### src/sdc_pkg.sv
// ----------------------------------------------------------------------------
// sdc_pkg
// Shared types and constants for the SysTick-style down counter.
// ----------------------------------------------------------------------------
package sdc_pkg;

  localparam int unsigned KindWidth       = 2;
  localparam int unsigned SelWidth        = 2;
  localparam int unsigned DataWidth       = 32;
  localparam int unsigned CountWidthDflt  = 24;

  // control register bit positions
  localparam int unsigned CtrlRunBit  = 0;
  localparam int unsigned CtrlIntBit  = 1;
  localparam int unsigned CtrlClkBit  = 2;
  localparam int unsigned CtrlFlagBit = 16;

  typedef enum logic [KindWidth-1:0] {
    KIND_TICK  = 2'd0,
    KIND_READ  = 2'd1,
    KIND_WRITE = 2'd2
  } kind_e;

  typedef enum logic [SelWidth-1:0] {
    SEL_CTRL    = 2'd0,
    SEL_RELOAD  = 2'd1,
    SEL_CURRENT = 2'd2
  } sel_e;

  typedef struct packed {
    logic [KindWidth-1:0] kind;
    logic [SelWidth-1:0]  reg_select;
    logic [DataWidth-1:0] write_value;
    logic                 ref_enable;
  } in_item_t;

  typedef struct packed {
    logic [DataWidth-1:0] read_value;
    logic                 irq;
  } out_item_t;

endpackage

### src/sdc_in_if.sv
// ----------------------------------------------------------------------------
// sdc_in_if
// Valid/ready channel carrying one tick or register access transaction.
// ----------------------------------------------------------------------------
interface sdc_in_if
  import sdc_pkg::*;
();
  logic                 valid;
  logic                 ready;
  logic [KindWidth-1:0] kind;
  logic [SelWidth-1:0]  reg_select;
  logic [DataWidth-1:0] write_value;
  logic                 ref_enable;

  modport source (output valid, output kind, output reg_select, output write_value,
                  output ref_enable, input ready);
  modport sink   (input valid, input kind, input reg_select, input write_value,
                  input ref_enable, output ready);
endinterface

### src/sdc_out_if.sv
// ----------------------------------------------------------------------------
// sdc_out_if
// Valid/ready channel carrying one result transaction.
// ----------------------------------------------------------------------------
interface sdc_out_if
  import sdc_pkg::*;
();
  logic                 valid;
  logic                 ready;
  logic [DataWidth-1:0] read_value;
  logic                 irq;

  modport source (output valid, output read_value, output irq, input ready);
  modport sink   (input valid, input read_value, input irq, output ready);
endinterface

### src/systick_down_counter.sv
// ----------------------------------------------------------------------------
// systick_down_counter
// SysTick-style down counter driven by tick and register access transactions.
// ----------------------------------------------------------------------------
// Takes one transaction per cycle and returns exactly one result per
// transaction. The input register holds the transaction until it advances;
// then the timer state updates and the result lands in the output register,
// from which it can be taken. The output register frees up whenever its
// result is taken, so input stalls only while a result waits.
// Write single_shot only while the block is idle.
module systick_down_counter
  import sdc_pkg::*;
#(
  parameter int unsigned COUNT_WIDTH = CountWidthDflt
) (
  input  logic     clk_i,
  input  logic     rst_ni,
  input  logic     cfg_we_i,
  input  logic     cfg_data_i,
  sdc_in_if.sink   in_i,
  sdc_out_if.source out_o
);

  logic      stage_valid;
  in_item_t  stage_item;
  logic      adv;
  out_item_t result;
  logic      out_valid_q, out_valid_d;
  out_item_t out_item_q;

  assign adv = stage_valid && (!out_valid_q || out_o.ready);

  sdc_in_stage u_in_stage (
    .clk_i   (clk_i),
    .rst_ni  (rst_ni),
    .in_i    (in_i),
    .adv_i   (adv),
    .valid_o (stage_valid),
    .item_o  (stage_item)
  );

  sdc_core #(
    .COUNT_WIDTH (COUNT_WIDTH)
  ) u_core (
    .clk_i      (clk_i),
    .rst_ni     (rst_ni),
    .cfg_we_i   (cfg_we_i),
    .cfg_data_i (cfg_data_i),
    .step_i     (adv),
    .item_i     (stage_item),
    .result_o   (result)
  );

  always_comb begin
    out_valid_d = out_valid_q;
    if (adv) begin
      out_valid_d = 1'b1;
    end else if (out_o.ready) begin
      out_valid_d = 1'b0;
    end
  end

  always_ff @(posedge clk_i or negedge rst_ni) begin
    if (!rst_ni) begin
      out_valid_q <= 1'b0;
    end else begin
      out_valid_q <= out_valid_d;
    end
  end

  always_ff @(posedge clk_i) begin
    if (adv) begin
      out_item_q <= result;
    end
  end

  assign out_o.valid      = out_valid_q;
  assign out_o.read_value = out_item_q.read_value;
  assign out_o.irq        = out_item_q.irq;

endmodule

### src/sdc_in_stage.sv
// ----------------------------------------------------------------------------
// sdc_in_stage
// Input register: captures a transaction, holds it until the core consumes it.
// ----------------------------------------------------------------------------
module sdc_in_stage
  import sdc_pkg::*;
(
  input  logic     clk_i,
  input  logic     rst_ni,
  sdc_in_if.sink   in_i,
  input  logic     adv_i,
  output logic     valid_o,
  output in_item_t item_o
);

  logic     valid_q, valid_d;
  in_item_t item_q;
  logic     load;

  assign in_i.ready = !valid_q || adv_i;
  assign load       = in_i.valid && in_i.ready;

  always_comb begin
    valid_d = valid_q;
    if (load) begin
      valid_d = 1'b1;
    end else if (adv_i) begin
      valid_d = 1'b0;
    end
  end

  always_ff @(posedge clk_i or negedge rst_ni) begin
    if (!rst_ni) begin
      valid_q <= 1'b0;
    end else begin
      valid_q <= valid_d;
    end
  end

  always_ff @(posedge clk_i) begin
    if (load) begin
      item_q.kind        <= in_i.kind;
      item_q.reg_select  <= in_i.reg_select;
      item_q.write_value <= in_i.write_value;
      item_q.ref_enable  <= in_i.ref_enable;
    end
  end

  assign valid_o = valid_q;
  assign item_o  = item_q;

endmodule

### src/sdc_core.sv
// ----------------------------------------------------------------------------
// sdc_core
// Timer state registers and the per-transaction update and read logic.
// ----------------------------------------------------------------------------
module sdc_core
  import sdc_pkg::*;
#(
  parameter int unsigned COUNT_WIDTH = CountWidthDflt
) (
  input  logic      clk_i,
  input  logic      rst_ni,
  input  logic      cfg_we_i,
  input  logic      cfg_data_i,
  input  logic      step_i,
  input  in_item_t  item_i,
  output out_item_t result_o
);

  logic                   single_shot_q;
  logic                   run_q, run_d;
  logic                   int_q, int_d;
  logic                   clk_sel_q, clk_sel_d;
  logic                   flag_q, flag_d;
  logic [COUNT_WIDTH-1:0] reload_q, reload_d;
  logic [COUNT_WIDTH-1:0] count_q, count_d;
  logic                   fire;

  assign fire = run_q && (clk_sel_q || item_i.ref_enable);

  always_comb begin
    run_d     = run_q;
    int_d     = int_q;
    clk_sel_d = clk_sel_q;
    flag_d    = flag_q;
    reload_d  = reload_q;
    count_d   = count_q;
    result_o  = '0;
    case (item_i.kind)
      KIND_TICK: begin
        if (fire) begin
          if (count_q == '0) begin
            count_d = reload_q;
          end else begin
            count_d = count_q - COUNT_WIDTH'(1);
            if (count_q == COUNT_WIDTH'(1)) begin
              flag_d       = 1'b1;
              result_o.irq = int_q;
              if (single_shot_q) begin
                run_d   = 1'b0;
                int_d   = 1'b0;
                count_d = '0;
              end
            end
          end
        end
      end
      KIND_READ: begin
        case (item_i.reg_select)
          SEL_CTRL: begin
            result_o.read_value[CtrlRunBit]  = run_q;
            result_o.read_value[CtrlIntBit]  = int_q;
            result_o.read_value[CtrlClkBit]  = clk_sel_q;
            result_o.read_value[CtrlFlagBit] = flag_q;
            flag_d = 1'b0;
          end
          SEL_RELOAD:  result_o.read_value = DataWidth'(reload_q);
          SEL_CURRENT: result_o.read_value = DataWidth'(count_q);
          default: ;
        endcase
      end
      KIND_WRITE: begin
        case (item_i.reg_select)
          SEL_CTRL: begin
            run_d     = item_i.write_value[CtrlRunBit];
            int_d     = item_i.write_value[CtrlIntBit];
            clk_sel_d = item_i.write_value[CtrlClkBit];
          end
          SEL_RELOAD: reload_d = item_i.write_value[COUNT_WIDTH-1:0];
          SEL_CURRENT: begin
            count_d = '0;
            flag_d  = 1'b0;
          end
          default: ;
        endcase
      end
      default: ;
    endcase
  end

  always_ff @(posedge clk_i or negedge rst_ni) begin
    if (!rst_ni) begin
      single_shot_q <= 1'b0;
      run_q         <= 1'b0;
      int_q         <= 1'b0;
      clk_sel_q     <= 1'b0;
      flag_q        <= 1'b0;
      reload_q      <= '0;
      count_q       <= '0;
    end else begin
      if (cfg_we_i) begin
        single_shot_q <= cfg_data_i;
      end
      if (step_i) begin
        run_q     <= run_d;
        int_q     <= int_d;
        clk_sel_q <= clk_sel_d;
        flag_q    <= flag_d;
        reload_q  <= reload_d;
        count_q   <= count_d;
      end
    end
  end

endmodule

### src/flat_wrapper.sv
// flat-port wrapper written by rule: the top's interface ports become plain ports
module systick_down_counter_flat import sdc_pkg::*;
#(
  parameter int unsigned COUNT_WIDTH = CountWidthDflt
)
  (clk_i, rst_ni, cfg_we_i, cfg_data_i, in_i_valid, in_i_kind, in_i_reg_select, in_i_write_value, in_i_ref_enable, in_i_ready, out_o_valid, out_o_read_value, out_o_irq, out_o_ready);
  sdc_in_if in_i_i ();
  sdc_out_if out_o_i ();
  input  logic clk_i;
  input  logic rst_ni;
  input  logic cfg_we_i;
  input  logic cfg_data_i;
  input wire logic [$bits(in_i_i.valid)-1:0] in_i_valid;
  input wire logic [$bits(in_i_i.kind)-1:0] in_i_kind;
  input wire logic [$bits(in_i_i.reg_select)-1:0] in_i_reg_select;
  input wire logic [$bits(in_i_i.write_value)-1:0] in_i_write_value;
  input wire logic [$bits(in_i_i.ref_enable)-1:0] in_i_ref_enable;
  output wire logic [$bits(in_i_i.ready)-1:0] in_i_ready;
  output wire logic [$bits(out_o_i.valid)-1:0] out_o_valid;
  output wire logic [$bits(out_o_i.read_value)-1:0] out_o_read_value;
  output wire logic [$bits(out_o_i.irq)-1:0] out_o_irq;
  input wire logic [$bits(out_o_i.ready)-1:0] out_o_ready;
  assign in_i_i.valid = in_i_valid;
  assign in_i_i.kind = in_i_kind;
  assign in_i_i.reg_select = in_i_reg_select;
  assign in_i_i.write_value = in_i_write_value;
  assign in_i_i.ref_enable = in_i_ref_enable;
  assign in_i_ready = in_i_i.ready;
  assign out_o_valid = out_o_i.valid;
  assign out_o_read_value = out_o_i.read_value;
  assign out_o_irq = out_o_i.irq;
  assign out_o_i.ready = out_o_ready;
  systick_down_counter #(.COUNT_WIDTH(COUNT_WIDTH)) u_core (.clk_i(clk_i), .rst_ni(rst_ni), .cfg_we_i(cfg_we_i), .cfg_data_i(cfg_data_i), .in_i(in_i_i), .out_o(out_o_i));
endmodule
### config.mk
export PLATFORM = sky130hd
export DESIGN_NAME = systick_down_counter_flat
export DESIGN_NICKNAME = d
export VERILOG_FILES = /design/src/sdc_pkg.sv /design/src/sdc_in_if.sv /design/src/sdc_out_if.sv /design/src/systick_down_counter.sv /design/src/sdc_in_stage.sv /design/src/sdc_core.sv /design/src/flat_wrapper.sv
export SDC_FILE = /design/constraint.sdc
export NUM_CORES = 1
export LEC_CHECK = 0
export BUFFER_PORTS_ARGS = -buffer_cell sky130_fd_sc_hd__clkbuf_2
export CORE_AREA = 2 2 105 133
export DETAILED_ROUTE_END_ITERATION = 12
export DIE_AREA = 0 0 107 135
export PLACE_DENSITY = 0.7
export SLEW_MARGIN = 10
export SYNTH_ARGS = -nofsm -noshare
export SYNTH_HDL_FRONTEND = slang
export SYNTH_SLANG_ARGS = --single-unit
export TNS_END_PERCENT = 100
### constraint.sdc
create_clock -name clk_i -period 5.5 [get_ports clk_i]
set_clock_uncertainty 0.1 [all_clocks]
set_input_delay 0.275 -clock clk_i [delete_from_list [all_inputs] [get_ports clk_i]]
set_output_delay 0.275 -clock clk_i [all_outputs]
set_load 0.05 [all_outputs]
# --- After elaboration in Yosys (flattened, before gate mapping) ---
# Index checks and enable logic that the tools add are counted.
word_totals:
  register_bits: 117
  in_bits: 43
  wordCells: 80
op_classes:
  n_addsub: 1
  n_eq_ne: 12
  mux: 28
  bitwise_logic: 3
  reduce_logical: 21
ops:
  columns: ["operator", "n"]
  rows:
  - ["2-to-1 mux 24 bit", 5]
  - ["one-hot mux 24 bit (2 select lines)", 1]
  - ["one-hot mux 13 bit (2 select lines)", 1]
  - ["== test 24 x 1 -> 1 bit (second input constant)", 1]
  - ["logical NOT 24 bit", 1]
  - ["subtractor 24 x 1 -> 24 bit (second input constant)", 1]
  - ["2-to-1 mux 1 bit", 15]
  - ["one-hot mux 7 bit (2 select lines)", 1]
  - ["AND reduction 7 bit", 2]
  - ["!= test 2 bit (second input constant)", 6]
  - ["one-hot mux 3 bit (3 select lines)", 1]
  - ["one-hot mux 1 bit (3 select lines)", 2]
  - ["AND reduction 3 bit", 2]
  - ["nonzero test 2 bit", 3]
  - ["== test 2 x 1 -> 1 bit (second input constant)", 2]
  - ["== test 2 bit (second input constant)", 2]
  - ["logical NOT 2 bit", 2]
  - ["one-hot mux 1 bit (2 select lines)", 2]
  - ["AND reduction 4 bit", 1]
  - ["OR reduction 4 bit", 1]
  - ["logical AND 1 bit", 3]
  - ["logical OR 1 bit", 3]
  - ["inverter 1 bit", 3]
  - ["nonzero test 3 bit", 1]
  - ["other kinds (2)", 3]

# --- Longest topological paths before layout ---
# Gate-level depths: netlist (run 1).
depth:
  word_depth: 6
  depth_mapped: 10
  ltp_nobuf: 7

# --- By module ---
# A second synthesis (run 1) with hierarchy kept.
unflattened:
  hier_cells: 436
  hier_area_um2: 5665.4
by_module_without_submodules:
  columns: ["mod", "instances", "cells_per_inst", "area_per_inst_um2", "seq_area_each_um2"]
  rows:
  - ["sdc_core", 1, 358, 3465.8, 1326.3]
  - ["sdc_in_stage", 1, 41, 1164.9, 1136.1]
  - ["systick_down_counter", 1, 37, 1034.7, 1016.0]

# --- Worst setup path before layout (run 1) ---
# Ideal clock, no wire load.
synth_timing:
  path_kind: "reg-to-reg"
  start: "register u_core.out_valid_q, in the netlist u_core.out_o.valid"
  end: "register u_core.u_core.reload_q[18]"
  setup_time_ns: 0.125
  t_arrival_ns: 3.046
  slack_ns: 2.230
  path_stages_with_launch: 6
  synth_period_minus_slack_ns: 3.270
  cell_sequence: "dfrtp_1 -> nor2b_1 -> nor2_1 -> nand3_1 -> clkbuf_1 -> mux2_2"
synth_between:
  elab_chain_len: 4
synth_lines:
  columns: ["item", "line", "source"]
  rows:
  - ["start, declared", "systick_down_counter.sv:28", "logic out_valid_q, out_valid_d;"]
  - ["start signal, assigned", "systick_down_counter.sv:67", "out_valid_q <= out_valid_d;"]
  - ["logical NOT 1 bit", "systick_down_counter.sv:31", "assign adv = stage_valid && (!out_valid_q || out_o.ready);"]
  - ["logical OR 1 bit", "systick_down_counter.sv:31", null]
  - ["logical AND 1 bit", "systick_down_counter.sv:31", null]
  - ["net u_core.adv", "systick_down_counter.sv:26", "logic adv;"]
  - ["AND reduction 3 bit (no source line)", null, null]
  - ["end signal, assigned", "sdc_core.sv:108", "reload_q <= reload_d;"]
  - ["end, declared", "sdc_core.sv:24", "logic [COUNT_WIDTH-1:0] reload_q, reload_d;"]
# The timed path passes the listed nets, and every way through them passes these cells.
# A chain may end at the register's enable or synchronous reset.

# --- Worst setup path in the final report (run 1) ---
layout_timing:
  start: "register u_core.u_in_stage.item_q (netlist bit u_core.u_in_stage.item_o[33])"
  end: "register u_core.u_core.count_q[20]"
layout_between:
  elab_chain_len: 3
layout_lines:
  columns: ["item", "line", "source"]
  rows:
  - ["start, declared", "sdc_in_stage.sv:17", "in_item_t item_q;"]
  - ["== test 2 bit", "sdc_core.sv:72", "case (item_i.reg_select)"]
  - ["!= test 2 bit (no source line)", null, null]
  - ["AND reduction 4 bit (no source line)", null, null]
  - ["end signal, assigned", "sdc_core.sv:109", "count_q <= count_d;"]
  - ["end, declared", "sdc_core.sv:25", "logic [COUNT_WIDTH-1:0] count_q, count_d;"]
# No other way between the ends.

==> key figures, run 1 <==
Finish
  • Area Growth Syn to Fin: 16.4%
  • Final-stage net count: 556
  • Cell area after layout: 6010 sq um
  • Antenna Cells: 0
  • Most frequent cells in the layout: clkbuf_2 (61), dfrtp_1 (55), edfxtp_1 (54)
  • Fill cells: 1195
  • Commonest non-fill, non-tap cell in the layout: clkbuf_2
  • Share of cells above drive strength 1: 0.225

Route
  • Met3 wire length: 576 um
  • Total Wirelength: 11.5 mm
  • Detailed-route vias per instance: 5.54
  • DR WL/cell: 17.0 um
  • Post-route ant nets: 0
  • DR DRC count: 0
  • Met2 Wirelength: 5.97 mm
  • Met1 WL: 4.63 mm
  • Initial DRC count: 254
  • First-pass DRT Iterations: 6
  • Vias: 3754
  • Max Used Layer: met4

Critical path
  • Worst Path Max Fanout: 26
  • Critical path arrival: 3.63 ns
  • CP Launch Type: register
  • Critical path class: register to register
  • Crit path capture type: register
  • Worst EP required: 5.61 ns

Floorplanning
  • Die footprint: 14400 sq um
  • Die Wd: 107 um
  • IO Pins: 78
  • Initial Util: 0.394
  • Row count: 47
  • Core footprint: 13100 sq um
  • Die Y: 135 um

Global routing
  • Largest net degree at the start of global routing: 56
  • First-pass GRT wire length: 18.9 mm
  • Initial antenna violation count: 0
  • GR Util All Layers: 0.166
  • Vias in the first global route: 3799
  • Total grt overflow: 0

Logic synthesis
  • Yosys top cell by area: edfxtp_1
  • YS warnings: 0
  • Largest family of logic cells by synthesized area: compound AO/OA/AOI/OAI gates
  • Xor/xnor share of the synthesized area: 0.00508
  • Synth Instances: 434
  • Top FF cell, synth: dfrtp_1
  • Mapped cell area: 5170 sq um
  • Number of synthesized flops with an enable pin: 54
  • Compound-Gate Fraction of Synth Area: 0.139
  • Yosys reg bits: 109
  • Asr flop ratio synth: 0.505
  • Avg Cell Area, Syn: 11.9 sq um
  • Post-Synth Simple-Gate Area: 0.139
  • Post-synthesis adder-cell area fraction: 0.0266
  • Synth cell types: 57
  • Sequential share of the synthesized area: 0.580
  • Post-synthesis mux area share: 0.0562
  • Synth top area cells: edfxtp_1 (31%), dfrtp_1 (27%), mux2_2 (5.2%)
  • Area fraction of the dominant cell type after synthesis: 0.314

Clock tree
  • Clk_lat worst skew: 0.35 ns
  • Root Driver: clkbuf_16
  • Clk slew on worst S/H paths: 0.07 ns
  • Max Root-Sink Buffers: 2
  • CTS tree: yes
  • PostCTS Resize Cnt: 0
  • Post-CTS setup buffers: 0
  • Sink Count: 109
  • H-tree levels: 3
  • CTS buffer count: 9

Flow run
  • Max_cap viols: 0

Placement
  • Gp weighted congestion: 0.917
  • DPL Wire Length: 7.76 mm
  • Placed cell area: 5540 sq um
  • PortBufs: 61

STA
  • Least-Margin Pin Slew: 1.09 ns
  • Min Tclk post-route: 3.52 ns
  • Slew Viols, Final: 0
  • Final setup vio count: 0
  • Worst hold margin: 0.00656 ns
  • Hold Vio Cnt, Final: 0
  • Unrepaired setup endpoints after global routing: false
  • Final worst-path cycle share: 0.639
  • Setup TNS: 0 ns
  • FMAX: 284 MHz
  • Max transition margin: 0.272

Run status
  • Status: complete, no violations

Pwr
  • Power Dens Cells: 479 nW/um^2
  • Worst VDD drop: 0.000222 V
  • Leakage: 2.47 nW

Hold path
  • Hold crit path type: input port to register
-- state kept, by name (all words and copies together), names as in the netlist --
register	count
u_core.out_o.irq	1
u_core.u_core.flag_q	1
u_core.u_core.int_q	1
u_core.u_core.single_shot_q	1
u_core.u_in_stage.item_o	29
u_core.out_o.valid	1
u_core.u_core.run_q	1
u_core.out_o.read_value	24
u_core.u_core.reload_q	24
u_core.u_core.clk_sel_q	1
u_core.u_core.count_q	24
u_core.u_in_stage.valid_o	1
-- critical path, cell delays in order (launching register included) --
cell,delay (ns)
edfxtp_1,0.44
inv_1,0.11
ha_1,0.88
mux2i_1,0.18
a2111o_1,0.80
or4_1,0.60
o221ai_1,0.16
o21ai_0,0.11
-- Yosys cell counts, types with 5 or more instances --
library cell	count
mux2_2	24
o21ai_0	18
nor3_1	7
inv_1	20
buf_4	11
a22oi_1	33
a21oi_1	14
or4_1	5
ha_1	11
nand3_1	16
dfrtp_1	55
nor2_1	35
nand2_1	23
nand4_1	9
edfxtp_1	54
buf_2	6
clkbuf_1	13
-- through the flow --
step | worst slack (ns) | std cells | utilization | total power, mW
after detailed placement | 2.00 | 642 | 0.422 | 2.25
after global placement | 2.09 | 642 | 0.422 | 2.21
after CTS | 1.98 | 677 | 0.457 | 2.86
final | 1.98 | 678 | 0.459 | 2.88
after floorplan | 2.23 | 441 | - | 2.04
after global routing | 1.78 | 678 | 0.459 | 3.06
-- routing by layer --
metal  vias to the layer above  GRT usage
met2                       152      0.290
met3                        34     0.0275
li1                       1760          -
met5                         -          0
met1                      1808      0.200
met4                         0     0.0794
-- kinds of logic after synthesis --
| logic type | Yosys count |
|---|---|
| other cells | 1 |
| mux | 26 |
| compound gates | 101 |
| buf+inv | 54 |
| fa+ha+maj | 11 |
| xor+xnor | 3 |
| flops | 109 |
| simple gates | 129 |
-- power by group --
group          switching [mW]  total (mW)  internal [mW]
registers               0.208        1.23           1.02
clock network           0.281       0.597          0.316
logic                   0.652        1.05          0.401
-- layout make-up --
| cell class | count | area (sq um) | area share |
|---|---|---|---|
| Sequential cell | 109 | 3000 | 0.498 |
| Multi-Input combinational cell | 278 | 1930 | 0.321 |
| Timing Repair Buffer | 84 | 528 | 0.0878 |
| Clock buffer | 11 | 243 | 0.0404 |
| Tap cell | 171 | 214 | 0.0356 |
| Inverter | 20 | 75.1 | 0.0125 |
| Clock inverter | 5 | 26.3 | 0.00437 |
-- path summary, 6_finish.rpt --
| kind | startpoint | end | slack, ns | cells after the start |
|---|---|---|---|---|
| worst max-delay path | u_core.u_in_stage.item_o[33] | u_core.u_core.count_q[20] | 1.98 | 7 |
| worst min-delay path | in_i_kind[0] | u_core.u_in_stage.item_o[35] | 0.007 | 1 |
| worst max register to register | u_core.u_in_stage.item_o[33] | u_core.u_core.count_q[20] | 1.98 | 7 |
| worst min register to register | u_core.u_in_stage.item_o[20] | u_core.u_core.reload_q[19] | 0.38 | 1 |
| max in group asynchronous | rst_ni | u_core.u_core.count_q[20] | 4.29 | 3 |
| min in group asynchronous | rst_ni | u_core.u_core.count_q[13] | 0.49 | 3 |
-- repair_timing --
action                     4_1_cts  5_1_grt
setup endpoints to repair        0        0
hold endpoints to repair        22        1
hold buffers                    19        1
Note: power is estimated with default switching activity, not from simulation.
==> inputs of run 2 (changes only) <==
--- a/config.mk
+++ b/config.mk
@@ -5,11 +5,12 @@
 export SDC_FILE = /design/constraint.sdc
 export NUM_CORES = 1
 export LEC_CHECK = 0
+export ABC_AREA = 1
 export BUFFER_PORTS_ARGS = -buffer_cell sky130_fd_sc_hd__clkbuf_2
-export CORE_AREA = 2 2 105 133
+export CORE_AREA = 2 2 107 135
 export DETAILED_ROUTE_END_ITERATION = 12
-export DIE_AREA = 0 0 107 135
-export PLACE_DENSITY = 0.7
+export DIE_AREA = 0 0 109 137
+export PLACE_DENSITY = 0.72
 export SLEW_MARGIN = 10
 export SYNTH_ARGS = -nofsm -noshare
 export SYNTH_HDL_FRONTEND = slang
==> constraint.sdc (replaced) <==
create_clock -name clk_i -period 3 [get_ports clk_i]
set_clock_uncertainty 0.1 [all_clocks]
set_input_delay 0.15 -clock clk_i [delete_from_list [all_inputs] [get_ports clk_i]]
set_output_delay 0.15 -clock clk_i [all_outputs]
set_load 0.05 [all_outputs]
==> run 2 against run 1 <==
  * Worst setup slack lost 1.2 ns
  * Non-clock buffer count up 16
  * Hold slack about the same
  * First-iteration DRC count is 5.1% higher
  * Final cell count up 26%
  * Critical path type unchanged
  * Critical endpoint is now u_core.u_core.count_q[22]
==> key figures, run 2 <==
Finish
  • Antenna Cells: 0
  • Non-Filler Instances: 854
  • Share of cells above drive strength 1: 0.168
  • Fill cells: 1255
  • Most frequent cells in the layout: nand2_1 (162), clkbuf_2 (61), a21oi_1 (56)
  • Commonest non-fill, non-tap cell in the layout: nand2_1
  • Largest register FFs: 29
  • Area Growth Syn to Fin: 19.8%
  • Final-stage net count: 728

Floorplanning
  • Die Y: 137 um
  • Row count: 48
  • Die footprint: 14900 sq um
  • Initial Util: 0.395
  • IO Pins: 78
  • Core footprint: 13600 sq um
  • Die Wd: 109 um

Clock tree
  • Clk_lat worst skew: 0.34 ns
  • CTS tree: yes
  • Sink Count: 109
  • Max Root-Sink Buffers: 2
  • CTS buffer count: 9
  • Post-CTS setup buffers: 0
  • Clk slew on worst S/H paths: 0.07 ns
  • PostCTS Resize Cnt: 0
  • Root Driver: clkbuf_16
  • H-tree levels: 3

Placement
  • Pre-CTS setup slack: 0.823 ns
  • Placed cells: 805
  • DPL Wire Length: 7.96 mm
  • Gp weighted congestion: 0.875
  • PortBufs: 61

Logic synthesis
  • Synth Instances: 583
  • Synth cell types: 35
  • Asr flop ratio synth: 0.505
  • Top cells by count, synth: nand2_1 (162), a21oi_1 (56), dfrtp_1 (55), edfxtp_1 (54), inv_1 (53)
  • Avg Cell Area, Syn: 9.23 sq um
  • Area fraction of the dominant cell type after synthesis: 0.301
  • Sequential share of the synthesized area: 0.557
  • Count leader, synth: nand2_1
  • Yosys top cell by area: edfxtp_1
  • YS warnings: 0
  • Number of synthesized flops with an enable pin: 54
  • Top FF cell, synth: dfrtp_1
  • Synth top area cells: edfxtp_1 (30%), dfrtp_1 (26%), nand2_1 (11%)
  • Mapped cell area: 5380 sq um
  • Yosys reg bits: 109

STA
  • Min Tclk post-route: 2.21 ns
  • Hold Vio Cnt, Final: 0
  • Unrepaired setup endpoints after global routing: false
  • Worst hold margin: 0.00682 ns
  • Final setup vio count: 0
  • Slew Viols, Final: 0
  • Fin worst setup slack: 0.794 ns
  • Setup TNS: 0 ns
  • FMAX: 453 MHz
  • Least-Margin Pin Slew: 0.835 ns
  • Max transition margin: 0.442
  • Final worst-path cycle share: 0.735

Pwr
  • Worst VDD drop: 0.000424 V
  • Leakage: 2.96 nW
  • Power Dens Cells: 869 nW/um^2

Critical path
  • Critical path class: register to register
  • Worst setup startpoint: u_core.u_core.count_q[0]
  • CP Launch Type: register
  • Worst EP required: 3.14 ns
  • Largest stage delay on the critical path: 0.44 ns
  • Worst Path Max Fanout: 27
  • Critical path arrival: 2.34 ns
  • Crit path capture type: register
  • Worst r2r src: u_core.u_core.count_q[0]
  • Crit-path slowest cell: inv_2
  • CP cell instances: inv_1 -> ha_1 -> nand2_1 -> nor2_2 -> nand3_4 -> inv_2 -> nor2_1 -> nand2_1 -> nand2_1 -> nand2_1 -> nand2_1
  • Crit-path most repeated cell: nand2_1

Route
  • DR WL/cell: 14.0 um
  • First-pass DRT Iterations: 4
  • Post-route ant nets: 0
  • Initial DRC count: 267
  • DR DRC count: 0
  • Vias: 4167
  • Detailed-route vias per instance: 4.88
  • Total Wirelength: 11.9 mm

Global routing
  • Initial antenna violation count: 0
  • First-pass GRT wire length: 19.4 mm
  • Largest net degree at the start of global routing: 38
  • GR Util All Layers: 0.168
  • Vias in the first global route: 4083
  • Total grt overflow: 0

Hold path
  • Hold wc startpoint: out_o_ready
  • Hold crit path type: input port to register

Run status
  • Status: complete, no violations

Flow run
  • Max_cap viols: 0
-- run 2: cell types whose count changed after synthesis, sizes merged, moves of 6 or more --
cell,change
inv,+36
xor2,+12
o21ai,+11
nor2,+27
a22oi,-33
nor3,-6
clkbuf,-7
mux2,-17
nand2,+144
a21oi,+43
-- run 2: power by group --
| part | switching (mW) | internal (mW) |
|---|---|---|
| sequential | 0.324 | 1.93 |
| clock | 0.524 | 0.647 |
| combinational | 1.43 | 0.745 |
| total | 2.27 | 3.33 |
-- run 2: routing by layer --
metal	GRT usage	part of all wire	up-vias
li1	-	-	2071
met1	0.209	0.43	1959
met2	0.279	0.50	113
met3	0.0290	0.040	24
met4	0.0869	0.029	0
met5	0	0	-
-- run 2: cells by family after synthesis --
family	Yosys count	synth area share
buffers and inverters	83	0.0698
XOR/XNOR	14	0.0228
AND/OR/NAND/NOR	256	0.207
adder cells (fa/ha/maj)	11	0.0256
AO/OA/AOI/OAI	102	0.103
other	1	0.000697
multiplexers	7	0.0147
flip-flops	109	0.557
-- run 2: through the flow --
step | area [sq um] | util | power [mW]
after floorplan | 5410 | - | 3.95
after global placement | 5820 | 0.427 | 4.35
after detailed placement | 5820 | 0.427 | 4.40
after CTS | 6440 | 0.473 | 5.62
after global routing | 6440 | 0.473 | 6.01
final | 6440 | 0.473 | 5.60
-- run 2: final timing paths --
kind                                         endpoint  slack (ns)  cells after the start
max in group asynchronous    u_core.u_core.count_q[4]        1.86                      3
min reg2reg                 u_core.u_core.reload_q[4]        0.38                      1
max reg2reg                 u_core.u_core.count_q[22]        0.79                     11
min in group asynchronous  u_core.u_core.reload_q[21]        0.32                      2
max                         u_core.u_core.count_q[22]        0.79                     11
min                                u_core.out_o.valid       0.007                      4
-- run 2: worst max-delay path: cells and delay by family, from the launching register on --
kind                     cells  cell delay [ns]
flip-flops                   1             0.38
AND/OR/NAND/NOR              8             0.83
buffers and inverters        2             0.60
adder cells (fa/ha/maj)      1             0.18
-- run 2: final cells by class --
cell class / instances / area (sq um) / share of cell area
Tap cell: 175 / 219 / 0.0340
Sequential cell: 109 / 3000 / 0.465
Clock buffer: 10 / 229 / 0.0355
Multi-Input combinational cell: 398 / 2030 / 0.315
Clock inverter: 6 / 62.6 / 0.00971
Inverter: 56 / 210 / 0.0326
Timing Repair Buffer: 100 / 693 / 0.108
-- run 2: repair_timing --
item | CTS | global route
endpoints found under the setup margin | 0 | 0
endpoints found under the hold margin | 59 | 0
hold buffers | 33 | 0
==> inputs of run 3 (changes only) <==
--- a/config.mk
+++ b/config.mk
@@ -10,7 +10,7 @@
 export CORE_AREA = 2 2 107 135
 export DETAILED_ROUTE_END_ITERATION = 12
 export DIE_AREA = 0 0 109 137
-export PLACE_DENSITY = 0.72
+export PLACE_DENSITY = 0.7
 export SLEW_MARGIN = 10
 export SYNTH_ARGS = -nofsm -noshare
 export SYNTH_HDL_FRONTEND = slang
==> constraint.sdc (replaced) <==
create_clock -name clk_i -period 2.1 [get_ports clk_i]
set_clock_uncertainty 0.1 [all_clocks]
set_input_delay 0.105 -clock clk_i [delete_from_list [all_inputs] [get_ports clk_i]]
set_output_delay 0.105 -clock clk_i [all_outputs]
set_load 0.05 [all_outputs]
==> run 3 against run 2 <==
  * Combinational power up 55%
  * Clock power up 50%
  * Critical path type unchanged
  * Utilization up 1.4 points
  * First-iteration DRC count up 1.5%
  * Register-to-register slack worse by 0.65 ns
  * Via count up 2.7%
  * Sequential cell count unchanged
  * Global-route usage up 0.91 points
==> key figures, run 3 (synthesis gave the netlist of run 2 again) <==
Run status
  • Status: complete, no violations

STA
  • Max transition margin: 0.544
  • Unrepaired setup endpoints after global routing: false
  • Final setup vio count: 0
  • FMAX: 512 MHz
  • Setup TNS: 0 ns
  • Min Tclk post-route: 1.95 ns
  • Slew Viols, Final: 0
  • Final worst-path cycle share: 0.929
  • Least-Margin Pin Slew: 0.684 ns
  • Hold Vio Cnt, Final: 0

Global routing
  • Total grt overflow: 0
  • First-pass GRT wire length: 20.5 mm
  • Largest net degree at the start of global routing: 40
  • Vias in the first global route: 4278
  • GR Util All Layers: 0.178
  • Initial antenna violation count: 0

Critical path
  • Critical path class: register to register
  • Critical path arrival: 2.09 ns
  • Worst EP required: 2.24 ns
  • Worst r2r src: u_core.u_core.count_q[0]
  • Worst Path Max Fanout: 22
  • CP Launch Type: register
  • Cell depth of the worst flop-to-flop path: 11
  • Worst setup startpoint: u_core.u_core.count_q[0]
  • Crit path capture type: register

Finish
  • Commonest non-fill, non-tap cell in the layout: nand2_1
  • Area Growth Syn to Fin: 23.4%
  • Share of cells above drive strength 1: 0.192
  • Largest register FFs: 29
  • Area of the multi-input gates: 2050 sq um
  • Cell area after layout: 6640 sq um
  • Fill cells: 1233
  • Final-stage net count: 743
  • Most frequent cells in the layout: nand2_1 (162), clkbuf_2 (61), a21oi_1 (56)
  • Sequential cell area: 3000 sq um
  • Antenna Cells: 0

Route
  • Post-route ant nets: 0
  • Detailed-route vias per instance: 4.92
  • Total Wirelength: 12.5 mm
  • DR DRC count: 0
  • DR WL/cell: 14.4 um
  • First-pass DRT Iterations: 4
  • Vias: 4278
  • Initial DRC count: 271

Floorplanning
  • Die Wd: 109 um
  • Initial Util: 0.395
  • Die footprint: 14900 sq um
  • Core footprint: 13600 sq um
  • IO Pins: 78
  • Die Y: 137 um
  • Row count: 48

Placement
  • PortBufs: 61
  • Placed cell area: 5930 sq um
  • Gp weighted congestion: 0.853
  • DPL Wire Length: 8.46 mm

Pwr
  • Worst VDD drop: 0.000560 V
  • Power Dens Cells: 1250 nW/um^2
  • Total power: 8.27 mW
  • Leakage: 3.04 nW

Hold path
  • Hold crit path type: input port to async pin

Clock tree
  • Sink Count: 109
  • Clk_lat worst skew: 0.35 ns
  • Max Root-Sink Buffers: 2
  • Clk slew on worst S/H paths: 0.07 ns
  • Root Driver: clkbuf_16
  • CTS tree: yes
  • H-tree levels: 3
  • CTS buffer count: 9

Flow run
  • Max_cap viols: 0
-- run 3: changes by cell type in the layout (fill, tap and decap cells not counted), sizes merged --
cell | previous run | this run
clkinv | 2 | 1
clkinvlp | 2 | 4
buf | 6 | 18
inv | 57 | 56
dlygate4sd3 | 33 | 36
-- run 3: routing by layer --
layer	vias up	track usage	wire length, um	part of all wire
li1	2103	-	-	-
met1	2033	0.225	5350	0.43
met3	23	0.0343	548	0.044
met2	119	0.292	6310	0.50
met5	-	0	0	0
met4	0	0.0812	293	0.023
-- run 3: cell type report --
cell class / instances / share of cell area
sequential: 109 / 0.452
multi-input combinational: 398 / 0.309
timing repair buffer: 115 / 0.126
clock buffer: 10 / 0.0360
inverter: 56 / 0.0332
tap: 175 / 0.0330
clock inverter: 6 / 0.0102
-- run 3: timing repair --
| action | CTS | global route |
|---|---|---|
| hold buffers | 36 | 0 |
| hold endpoints to repair | 54 | 0 |
| gates resized for setup | 0 | 4 |
| endpoints found under the setup margin | 0 | 18 |
| setup buffers | 0 | 1 |
-- run 3: worst max-delay path: stages (launching register included) --
cell and delay [ns]:
dfrtp_1 0.39, inv_1 0.17, ha_1 0.18, nand2_1 0.07
nor2_2 0.17, nand3_4 0.09, inv_2 0.35, nor2_1 0.10
nand2_1 0.07, nand2_1 0.04, nand2_1 0.07, nand2_1 0.05
-- run 3: per-stage QoR --
step	util	hold slack (ns)	cells	setup slack [ns]
2_1_floorplan	-	-0.291	590	0.135
3_3_place_gp	0.435	0.0878	816	0.222
3_5_place_dp	0.435	0.0690	816	0.146
4_1_cts	0.484	0.236	868	0.118
5_1_grt	0.487	0.269	869	0.00738
6_report	0.487	0.224	869	0.149
-- run 3: where the power goes --
part | internal [mW] | switching, mW | total (mW)
registers | 2.76 | 0.396 | 3.16
clock network | 0.965 | 0.785 | 1.75
logic | 1.17 | 2.20 | 3.36
total | 4.89 | 3.38 | 8.27
-- run 3: worst paths after layout --
check / slack, ns / endpoint
worst max-delay path: 0.15 / u_core.u_core.count_q[22]
worst min-delay path: 0.22 / u_core.out_o.valid
worst max register to register: 0.15 / u_core.u_core.count_q[22]
worst min register to register: 0.38 / u_core.u_core.reload_q[13]
max in group asynchronous: 1.04 / u_core.u_core.reload_q[6]
min in group clk_i: 0.36 / u_core.u_in_stage.item_o[34]
